`src/hdl/erl_pkg.sv`:
```
// ----------------------------------------------------------------------------
// erl_pkg
// Shared constants, types and the control program of the record log block.
// ----------------------------------------------------------------------------
package erl_pkg;

    // store geometry
    localparam int STORE_BYTES   = 1024;
    localparam int RECORD_BYTES  = 16;
    localparam int HEADER_OFFSET = 0;

    // derived widths
    localparam int ADDR_W    = $clog2(STORE_BYTES);
    localparam int CNT_W     = ADDR_W + 1;
    localparam int EA_W      = ADDR_W + 2;
    localparam int REC_IDX_W = $clog2(RECORD_BYTES);

    // fixed field widths
    localparam int CMD_W  = 2;
    localparam int OFF_W  = 4;
    localparam int BYTE_W = 8;
    localparam int BASE_W = 10;

    localparam bit HDR_IN_REC = (HEADER_OFFSET < RECORD_BYTES);

    localparam logic [BYTE_W-1:0] ERASED_BYTE = 8'hFF;
    localparam logic [BYTE_W-1:0] MARK_BYTE   = 8'h01;

    // command codes
    localparam logic [CMD_W-1:0] CMD_STORE  = 2'd0;
    localparam logic [CMD_W-1:0] CMD_READ   = 2'd1;
    localparam logic [CMD_W-1:0] CMD_COMMIT = 2'd2;
    localparam logic [CMD_W-1:0] CMD_BOOT   = 2'd3;

    // program steps
    typedef enum logic [3:0] {
        S_CLR,
        S_IDLE,
        S_STORE,
        S_READ,
        S_CM0,
        S_CM1,
        S_WCLR,
        S_WHDR,
        S_WREC,
        S_DONE,
        S_BT0,
        S_BT1,
        S_BT2,
        S_BT3,
        S_LD0,
        S_LD1
    } step_t;

    typedef enum logic [1:0] {MEM_NONE, MEM_READ, MEM_WRITE} mem_op_t;
    typedef enum logic [1:0] {A_SWEEP, A_SCAN, A_REC, A_HDR} addr_sel_t;
    typedef enum logic [1:0] {W_ERASED, W_ZERO, W_ONE, W_WORK} wdat_sel_t;
    typedef enum logic [1:0] {CNT_HOLD, CNT_CLEAR, CNT_INC} cnt_op_t;
    typedef enum logic [1:0] {POS_HOLD, POS_CLEAR, POS_STEP} pos_op_t;
    typedef enum logic [1:0] {SLOT_HOLD, SLOT_CLEAR, SLOT_FROM_POS, SLOT_ADVANCE} slot_op_t;
    typedef enum logic [1:0] {WK_NONE, WK_STORE, WK_LOAD, WK_MARK} work_op_t;
    typedef enum logic [1:0] {RD_HOLD, RD_CLEAR, RD_LOAD} rd_op_t;
    typedef enum logic [1:0] {WRAP_HOLD, WRAP_CLEAR, WRAP_SET} wrap_op_t;
    typedef enum logic [2:0] {
        C_NEXT,
        C_ALWAYS,
        C_DISPATCH,
        C_SWEEP_MORE,
        C_REC_MORE,
        C_REC_END,
        C_NO_WRAP,
        C_SCAN_END_OR_HDR
    } cond_t;

    // one control word
    typedef struct packed {
        logic      take;
        logic      done;
        mem_op_t   mem_op;
        addr_sel_t addr_sel;
        wdat_sel_t wdat_sel;
        cnt_op_t   cnt_op;
        pos_op_t   pos_op;
        slot_op_t  slot_op;
        work_op_t  work_op;
        rd_op_t    rd_op;
        wrap_op_t  wrap_op;
        cond_t     cond;
        logic      alt;
        step_t     target;
    } ctl_t;

    // datapath flags for the jump conditions
    typedef struct packed {
        logic sweep_more;
        logic rec_more;
        logic rec_end;
        logic no_wrap;
        logic scan_end;
        logic hdr_zero;
    } stat_t;

    // control program
    function automatic ctl_t rom_word(step_t s);
        ctl_t w;
        w = '{take: 1'b0, done: 1'b0, mem_op: MEM_NONE, addr_sel: A_SWEEP,
              wdat_sel: W_ZERO, cnt_op: CNT_HOLD, pos_op: POS_HOLD,
              slot_op: SLOT_HOLD, work_op: WK_NONE, rd_op: RD_HOLD,
              wrap_op: WRAP_HOLD, cond: C_NEXT, alt: 1'b0, target: S_IDLE};
        unique case (s)
            S_CLR:
            begin
                w.mem_op   = MEM_WRITE;
                w.addr_sel = A_SWEEP;
                w.wdat_sel = W_ERASED;
                w.cnt_op   = CNT_INC;
                w.cond     = C_SWEEP_MORE;
                w.target   = S_CLR;
            end
            S_IDLE:
            begin
                w.take    = 1'b1;
                w.cnt_op  = CNT_CLEAR;
                w.rd_op   = RD_CLEAR;
                w.wrap_op = WRAP_CLEAR;
                w.cond    = C_DISPATCH;
            end
            S_STORE:
            begin
                w.work_op = WK_STORE;
                w.cond    = C_ALWAYS;
                w.target  = S_DONE;
            end
            S_READ:
            begin
                w.rd_op  = RD_LOAD;
                w.cond   = C_ALWAYS;
                w.target = S_DONE;
            end
            S_CM0:
            begin
                w.work_op = WK_MARK;
                w.slot_op = SLOT_ADVANCE;
            end
            S_CM1:
            begin
                w.cond   = C_NO_WRAP;
                w.target = S_WREC;
            end
            S_WCLR:
            begin
                w.mem_op   = MEM_WRITE;
                w.addr_sel = A_SWEEP;
                w.wdat_sel = W_ZERO;
                w.cnt_op   = CNT_INC;
                w.slot_op  = SLOT_CLEAR;
                w.wrap_op  = WRAP_SET;
                w.cond     = C_SWEEP_MORE;
                w.target   = S_WCLR;
            end
            S_WHDR:
            begin
                w.mem_op   = MEM_WRITE;
                w.addr_sel = A_HDR;
                w.wdat_sel = W_ONE;
                w.cnt_op   = CNT_CLEAR;
            end
            S_WREC:
            begin
                w.mem_op   = MEM_WRITE;
                w.addr_sel = A_REC;
                w.wdat_sel = W_WORK;
                w.cnt_op   = CNT_INC;
                w.cond     = C_REC_MORE;
                w.target   = S_WREC;
            end
            S_DONE:
            begin
                w.done   = 1'b1;
                w.cond   = C_ALWAYS;
                w.target = S_IDLE;
            end
            S_BT0:
            begin
                w.slot_op = SLOT_CLEAR;
                w.pos_op  = POS_CLEAR;
            end
            S_BT1:
            begin
                w.mem_op   = MEM_READ;
                w.addr_sel = A_SCAN;
                w.cond     = C_SCAN_END_OR_HDR;
                w.alt      = 1'b0;
                w.target   = S_LD0;
            end
            S_BT2:
            begin
                w.cond   = C_SCAN_END_OR_HDR;
                w.alt    = 1'b1;
                w.target = S_LD0;
            end
            S_BT3:
            begin
                w.slot_op = SLOT_FROM_POS;
                w.pos_op  = POS_STEP;
                w.cond    = C_ALWAYS;
                w.target  = S_BT1;
            end
            S_LD0:
            begin
                w.mem_op   = MEM_READ;
                w.addr_sel = A_REC;
                w.cond     = C_REC_END;
                w.target   = S_DONE;
            end
            S_LD1:
            begin
                w.work_op = WK_LOAD;
                w.cnt_op  = CNT_INC;
                w.cond    = C_ALWAYS;
                w.target  = S_LD0;
            end
            default:
            begin
                w.cond   = C_ALWAYS;
                w.target = S_IDLE;
            end
        endcase
        return w;
    endfunction

    // first step of each command
    function automatic step_t entry_step(logic [CMD_W-1:0] c);
        step_t s;
        unique case (c)
            CMD_STORE:  s = S_STORE;
            CMD_READ:   s = S_READ;
            CMD_COMMIT: s = S_CM0;
            CMD_BOOT:   s = S_BT0;
            default:    s = S_IDLE;
        endcase
        return s;
    endfunction

endpackage

```
`src/hdl/erl_sequencer.sv`:
```
// ----------------------------------------------------------------------------
// erl_sequencer
// Step counter over the control program, with conditional jumps and dispatch.
// ----------------------------------------------------------------------------
module erl_sequencer
    import erl_pkg::*;
(
    input  logic             clk,
    input  logic             rst_n,
    input  stat_t            stat,
    input  logic             req_valid,
    input  logic [CMD_W-1:0] command,
    input  logic             out_busy,
    output ctl_t             ctl,
    output logic             accept,
    output logic             emit
);

    step_t step_reg;
    step_t step_next;
    logic  stall;
    logic  take_jump;

    // control word of the current step
    always_comb
    begin
        ctl    = rom_word(step_reg);
        accept = ctl.take && req_valid;
        stall  = ctl.done && out_busy;
        emit   = ctl.done && !out_busy;
    end

    // jump condition select
    always_comb
    begin
        case (ctl.cond)
            C_SWEEP_MORE:      take_jump = stat.sweep_more;
            C_REC_MORE:        take_jump = stat.rec_more;
            C_REC_END:         take_jump = stat.rec_end;
            C_NO_WRAP:         take_jump = stat.no_wrap;
            C_SCAN_END_OR_HDR: take_jump = ctl.alt ? stat.hdr_zero : stat.scan_end;
            C_ALWAYS:          take_jump = 1'b1;
            default:           take_jump = 1'b0;
        endcase
    end

    // next step
    always_comb
    begin
        if (stall)
        begin
            step_next = step_reg;
        end
        else if (ctl.cond == C_DISPATCH)
        begin
            step_next = accept ? entry_step(command) : step_reg;
        end
        else if (take_jump)
        begin
            step_next = ctl.target;
        end
        else
        begin
            step_next = step_t'(step_reg + 4'd1);
        end
    end

    // step counter, starts with the erase sweep
    always_ff @(posedge clk or negedge rst_n)
    begin
        if (!rst_n)
        begin
            step_reg <= S_CLR;
        end
        else
        begin
            step_reg <= step_next;
        end
    end

endmodule

```
`config.mk`:
```
export PLATFORM = sky130hd
export DESIGN_NAME = erl_sequencer
export DESIGN_NICKNAME = d
export VERILOG_FILES = /design/src/hdl/erl_pkg.sv /design/src/hdl/erl_sequencer.sv
export SDC_FILE = /design/constraint.sdc
export NUM_CORES = 1
export LEC_CHECK = 0
export ABC_AREA = 0
export BUFFER_PORTS_ARGS = -buffer_cell sky130_fd_sc_hd__buf_4
export CAP_MARGIN = 40
export CORE_AREA = 2 2 61 63
export CTS_BUF_LIST = sky130_fd_sc_hd__clkbuf_16
export DETAILED_ROUTE_END_ITERATION = 10
export DIE_AREA = 0 0 63 65
export GPL_TIMING_DRIVEN = 0
export PLACE_DENSITY = 0.48
export RECOVER_POWER = 25
export SLEW_MARGIN = 25
export SYNTH_ARGS = -nofsm -noshare
export SYNTH_HDL_FRONTEND = slang
export SYNTH_SLANG_ARGS = --single-unit
export TNS_END_PERCENT = 50
```
`constraint.sdc`:
```
create_clock -name clk -period 2.5 [get_ports clk]
set_clock_uncertainty 0.1 [all_clocks]
set_input_delay 0.375 -clock clk [delete_from_list [all_inputs] [get_ports clk]]
set_output_delay 0.375 -clock clk [all_outputs]
set_load 0.01 [all_outputs]
```
## Word level (Yosys, flattened, before mapping)

Index checks and enable logic that the tools add are counted.

- Logic and storage cells: 64
- Output and inout bits: 30
- Register bits: 4

- Add/sub/neg operators: 1
- Reductions and logical operators: 16
- Equal/unequal tests: 26
- Multiplexer cells: 19
- Bitwise logic cells: 1

Operators with widths:

| operator | number |
|---|---|
| 4-bit equality test, second input constant | 8 |
| 4-bit case mux with 6 select lines | 1 |
| 3-bit case mux with 7 select lines | 1 |
| 4-bit case mux with 5 select lines | 1 |
| 2-bit case mux with 3 select lines | 3 |
| 4-bit by 3-bit equality test with 1-bit output, second input constant | 4 |
| 2-bit case mux with 2 select lines | 4 |
| 4-bit case mux with 4 select lines | 1 |
| 3-bit equality test, second input constant | 4 |
| 4-bit 2-to-1 mux | 3 |
| 2-bit OR reduction | 5 |
| 4-bit by 2-bit equality test with 1-bit output, second input constant | 2 |
| 3-bit by 2-bit equality test with 1-bit output, second input constant | 2 |
| 1-bit case mux with 6 select lines | 1 |
| 3-bit OR reduction | 2 |
| 5-bit OR reduction | 1 |
| 4-bit by 1-bit adder with 4-bit output, second input constant | 1 |
| 2-bit equality test, second input constant | 2 |
| 4-bit by 1-bit equality test with 1-bit output, second input constant | 1 |
| 4-bit logical NOT | 1 |
| 1-bit 2-to-1 mux | 4 |
| 4-bit OR reduction | 1 |
| 3-bit by 1-bit equality test with 1-bit output, second input constant | 1 |
| 1-bit logical AND | 3 |
| 6 further kinds | 6 |

## Logic depth before layout (Yosys ltp)

- Word-level depth: 7
- Depth in mapped cells: 10
- Mapped depth without buffers: 8

## Worst setup path before layout

Ideal clock, no wire load.

- Kind: register to register
- Start point: reg step_reg[1]
- End point: reg step_reg[3]
- Data required time: 2272 ps
- Arrival time: 2304 ps
- Path buffers: 2
- Clock period less this slack: 2532 ps
- Cell stages (with the launch flop): 11
- Path slack: -32 ps
- Cell sequence: dfrtp_1 inv_1 ha_1 clkbuf_2 nor3b_1 and2_1 clkbuf_1 a21boi_0 o21ai_0 nor4_1 nor3_1

- Elaborated cells on any way between the ends: 41

RTL lines:

| item | line | RTL |
|---|---|---|
| from (decl) | erl_sequencer.sv:19 | `step_t step_reg;` |
| from (signal assigned) | erl_sequencer.sv:77 | `step_reg <= step_next;` |
| 4-bit by 1-bit equality test with 1-bit output | erl_pkg.sv:110 | `unique case (s)` |
| 1-bit 2-to-1 mux | erl_pkg.sv:110 |  |
| 1-bit logical AND | erl_sequencer.sv:28 | `accept = ctl.take && req_valid;` |
| via accept | erl_sequencer.sv:15 | `output logic accept,` |
| 2-bit inequality test (no line) | n/a |  |
| 2-bit AND reduction (no line) | n/a |  |

The timed path passes the listed nets, and every way through them passes these cells.
A chain may end at the register's enable or synchronous reset.

## Worst setup path in the final report

- Start point: reg step_reg[0]
- End point: reg step_reg[0]

- Word-level cells in the longest chain between the ends: 7
- Elaborated cells on any way between the ends: 41

RTL lines:

| item | line | RTL |
|---|---|---|
| 4-bit equality test (tied with other cells) | erl_pkg.sv:110 |  |
| 5-bit OR reduction (no line) or 2-bit OR reduction (tied branches) | n/a |  |
| 3-bit case mux with 7 select lines | erl_pkg.sv:110 |  |
| 3-bit by 1-bit equality test with 1-bit output (tied with other cells) | erl_sequencer.sv:36 | `case (ctl.cond)` |
| 1-bit case mux with 6 select lines | erl_sequencer.sv:36 |  |
| 4-bit 2-to-1 mux | erl_sequencer.sv:58 | `else if (take_jump)` |
| 4-bit 2-to-1 mux | erl_sequencer.sv:54 | `else if (ctl.cond == C_DISPATCH)` |

Parallel ways exist; a longest one is shown, timed or not.

==> results.md <==
- Int Power: around 1.4 mW
- Critical path, cell by cell: inv_2, ha_4, buf_6, o21ai_1, a221o_2, or3_4, and4_1, o31a_1
- Net switching power of the design: about 1.3 mW
- Part of the cycle the worst path needs: 97.23%
- Syn nets: 143
- Reg power frac: 6.0%
- Core Region: between 3000 and 4000 um^2
- Top Ports: 42
- Met2 wire len: 1.527 mm
- Syn Inst Count: 127
- Sw frac: 47.36%
- R2r startpoint: step_reg[0]
- Pre-Repair DR Iteration Count: 4
- Crit path DAT: 2430 ps
- Row count: 22
- WP data required: roughly 2500 ps
- Worst reg-to-reg setup slack: roughly 69 ps
- First-pass GRT wire length: 4.609 mm
- CP delay by family, top: compound AO/OA/AOI/OAI gates
- Post-route antenna net violation count: 0
- Nets: 199
- VDD IR-drop max: 0.8612 mV
- Synth Cell Area: 840.8 um^2
- Largest stage delay on the critical path: 470 ps
- Inserted Diodes: 0
- Synth Area per Inst: 6.621 um^2
- Vias in the first global route: 978
- Sink Count: 4
- Crit path max-delay cell type: a221o_2
- Critical Setup Path Class: flip-flop to flip-flop
- CTS Root Cell: clkbuf_16
- Uppermost layer routed: met4
- Area delta synth->final: 74.11%
- CP Capture Type: flip-flop
- Synth Area in Compound Gates: between 30% and 40%
- Final HPWL DP: 2.306 mm
- Die area: 4095 um^2
- Initial core utilization: 24.05%
- Clock latency on the worst-skew pair: ~230 ps
- Ratio of cells with drive above 1 in the final layout: 46.41%
- Met3 wire length: 135 um
- CTS tree: yes
- CTS clk-pin slew, worst paths: 30 ps
- Post-synthesis simple-gate area fraction: about 33%
- Fin. max-slew vios: 0
- GRT Total Usage: 14.12%
- Max Clk Rate: around 0.41 GHz
- Core Util, Final: 41.88%
- Worst hold margin: 410.5 ps
- Drt wl/cell: 13.34 um
- Initial DRC Count: 54
- CTS Buf Count: 3
- Post-Synth XOR/XNOR Area: 1.042%
- Leakage power: 0.6951 nW
- Vias per Instance: approximately 4.9
- Bufs and invs on worst path: 2
- Startpoint types: flip-flop
- DRC: 0
- Mux contribution to synthesized area: about 4.8%
- WL met1: 1.360 mm
- Placed Area: roughly 1200 um^2
- Actual slew at the worst max-slew pin: roughly 500 ps
- Clock period minus worst slack: 2431 ps
- Post-Synth Adder-Cell Area: 5.952%
- Largest net degree at the start of global routing: 11
- PwrDens: about 1800 nW/um^2
- Max FFs per register: 4
- Post-route cell area: 1464 um^2
- Maxcap violations: 0
- R2r worst-path depth: 8
- I/O Buffers: ~40
- Combinational power share: 84.6%
- Status: finished clean
- Total gr overflow: 0
- FILL cells: 373
- Largest family of logic cells by synthesized area: simple AND/OR/NAND/NOR gates
- Overall die height: 65 um
- Setup TNS: 0 ps
- Synthesized flop and latch total: 4
- CTS max path bufs: 2
- Worst slew margin: between 60% and 70%
- Crit-path max FO: 6
- Final setup viols: 0
- GP Congestion: 0.8058
- Setup WS pre-CTS: -266.1 ps
- Number of different library cells in the post-synthesis netlist: 40
- Clk pwr share: 9.4%
- YS warnings: 0
- R2R Path End: step_reg[0]
- Via count: 1116
- Register area share after synthesis: 11.90%
- Initial antenna violation count: 0
- H-tree depth: 1
- Setup WS post-layout: 69.28 ps
- Drt total wl: slightly above 3 mm
- Hold Path Class: primary input to async pin
- Die X: 63 um
- Final hold vios: 0
[synthesized netlist by cell type, drive strengths merged]
cell	instances	area [um^2]
a21boi	3	22.52
a21o	2	15.01
a21oi	9	45.04
a221o	1	10.01
a22oi	1	7.510
a31oi	3	18.77
a32oi	1	27.53
and2	2	12.51
and3	5	31.28
and4	1	8.760
buf	5	38.78
clkbuf	6	23.77
dfrtp	4	100.1
ha	4	50.05
inv	9	33.78
mux2i	4	40.04
nand2	14	52.55
nand2b	6	40.04
nand3	1	5.000
nor2	13	48.80
nor2b	1	6.260
nor3	5	25.02
nor3b	1	7.510
nor4	2	12.51
o211a	1	10.01
o21a	1	7.510
o21ai	11	55.05
o221a	1	11.26
o221ai	2	17.52
o22ai	1	6.260
o31a	1	8.760
o31ai	1	7.510
or3	4	25.02
xnor2	1	8.760
[per-stage QoR]
step / total power, mW / instances
2_1_floorplan: 1.325 / 127
3_3_place_gp: 1.998 / 216
3_5_place_dp: 2.008 / 216
4_1_cts: 2.372 / 221
5_1_grt: 2.868 / 229
6_report: 2.653 / 229
[placed cells by master (no fill, tap or decap), drive strengths merged, types with 5 or more instances in the layout]
master  Yosys  final
nand2b      6      6
a21oi       9      9
nand2      14     14
nor3        5      5
nor2       13     13
inv         9      9
o21ai      11     11
and3        5      5
buf         5     55
clkbuf      6      9
[area by class of cell]
class                   instances  area, um^2  area share [%]
multi-input cells             103       732.0           50.00
repair buffers                 52       389.1           26.58
flip-flops and latches          4       102.6           7.009
clock buffers                   3       75.07           5.128
plain buffers                  10       71.32           4.872
well taps                      48       60.06           4.103
inverters                       9       33.78           2.308
[worst max-delay path by stage]
stage,from,endpoint,slack [ps],cells past startpoint
global route,step_reg[0],step_reg[0],-5,9
finish,step_reg[0],step_reg[0],70,8
floorplan,step_reg[0],step_reg[0],110,8
global placement,step_reg[0],step_reg[0],-170,8
CTS,step_reg[0],ctl[1],2,8
detailed placement,step_reg[0],step_reg[0],-270,8
[cell families after synthesis]
logic type | count (synthesis)
fa+ha+maj | 4
xor+xnor | 1
mux | 4
buf+inv | 20
simple gates | 55
flops | 4
compound gates | 39
[power groups by stage]
stage,Sequential [mW],Clock [mW],Combinational [mW]
2_1_floorplan,0.138,0,1.19
3_3_place_gp,0.151,0,1.85
3_5_place_dp,0.154,0,1.85
4_1_cts,0.158,0.253,1.96
5_1_grt,0.165,0.258,2.44
6_report,0.159,0.250,2.24
[repair_timing]
action | 4_1_cts | 5_1_grt
endpoints found under the setup margin | 7 | 8
setup buffers | 2 | 8
hold buffers | 1 | 0
resized for setup | 10 | 21
pin swaps | 3 | 3
cloned | 0 | 0
endpoints found under the hold margin | 4 | 0
[worst reg2reg max path: stages (launching register included)]
cell and delay (ps):
dfrtp_2 430, inv_2 120, ha_4 160, buf_6 110
o21ai_1 70, a221o_2 470, or3_4 410, and4_1 210
o31a_1 240
[layer usage]
layer	track usage [%]	vias up
met5	0	-
met4	2.500	0
met3	3.125	4
met2	24.20	40
met1	18.28	511
li1	-	561
Note: power is estimated with default switching activity, not from simulation.
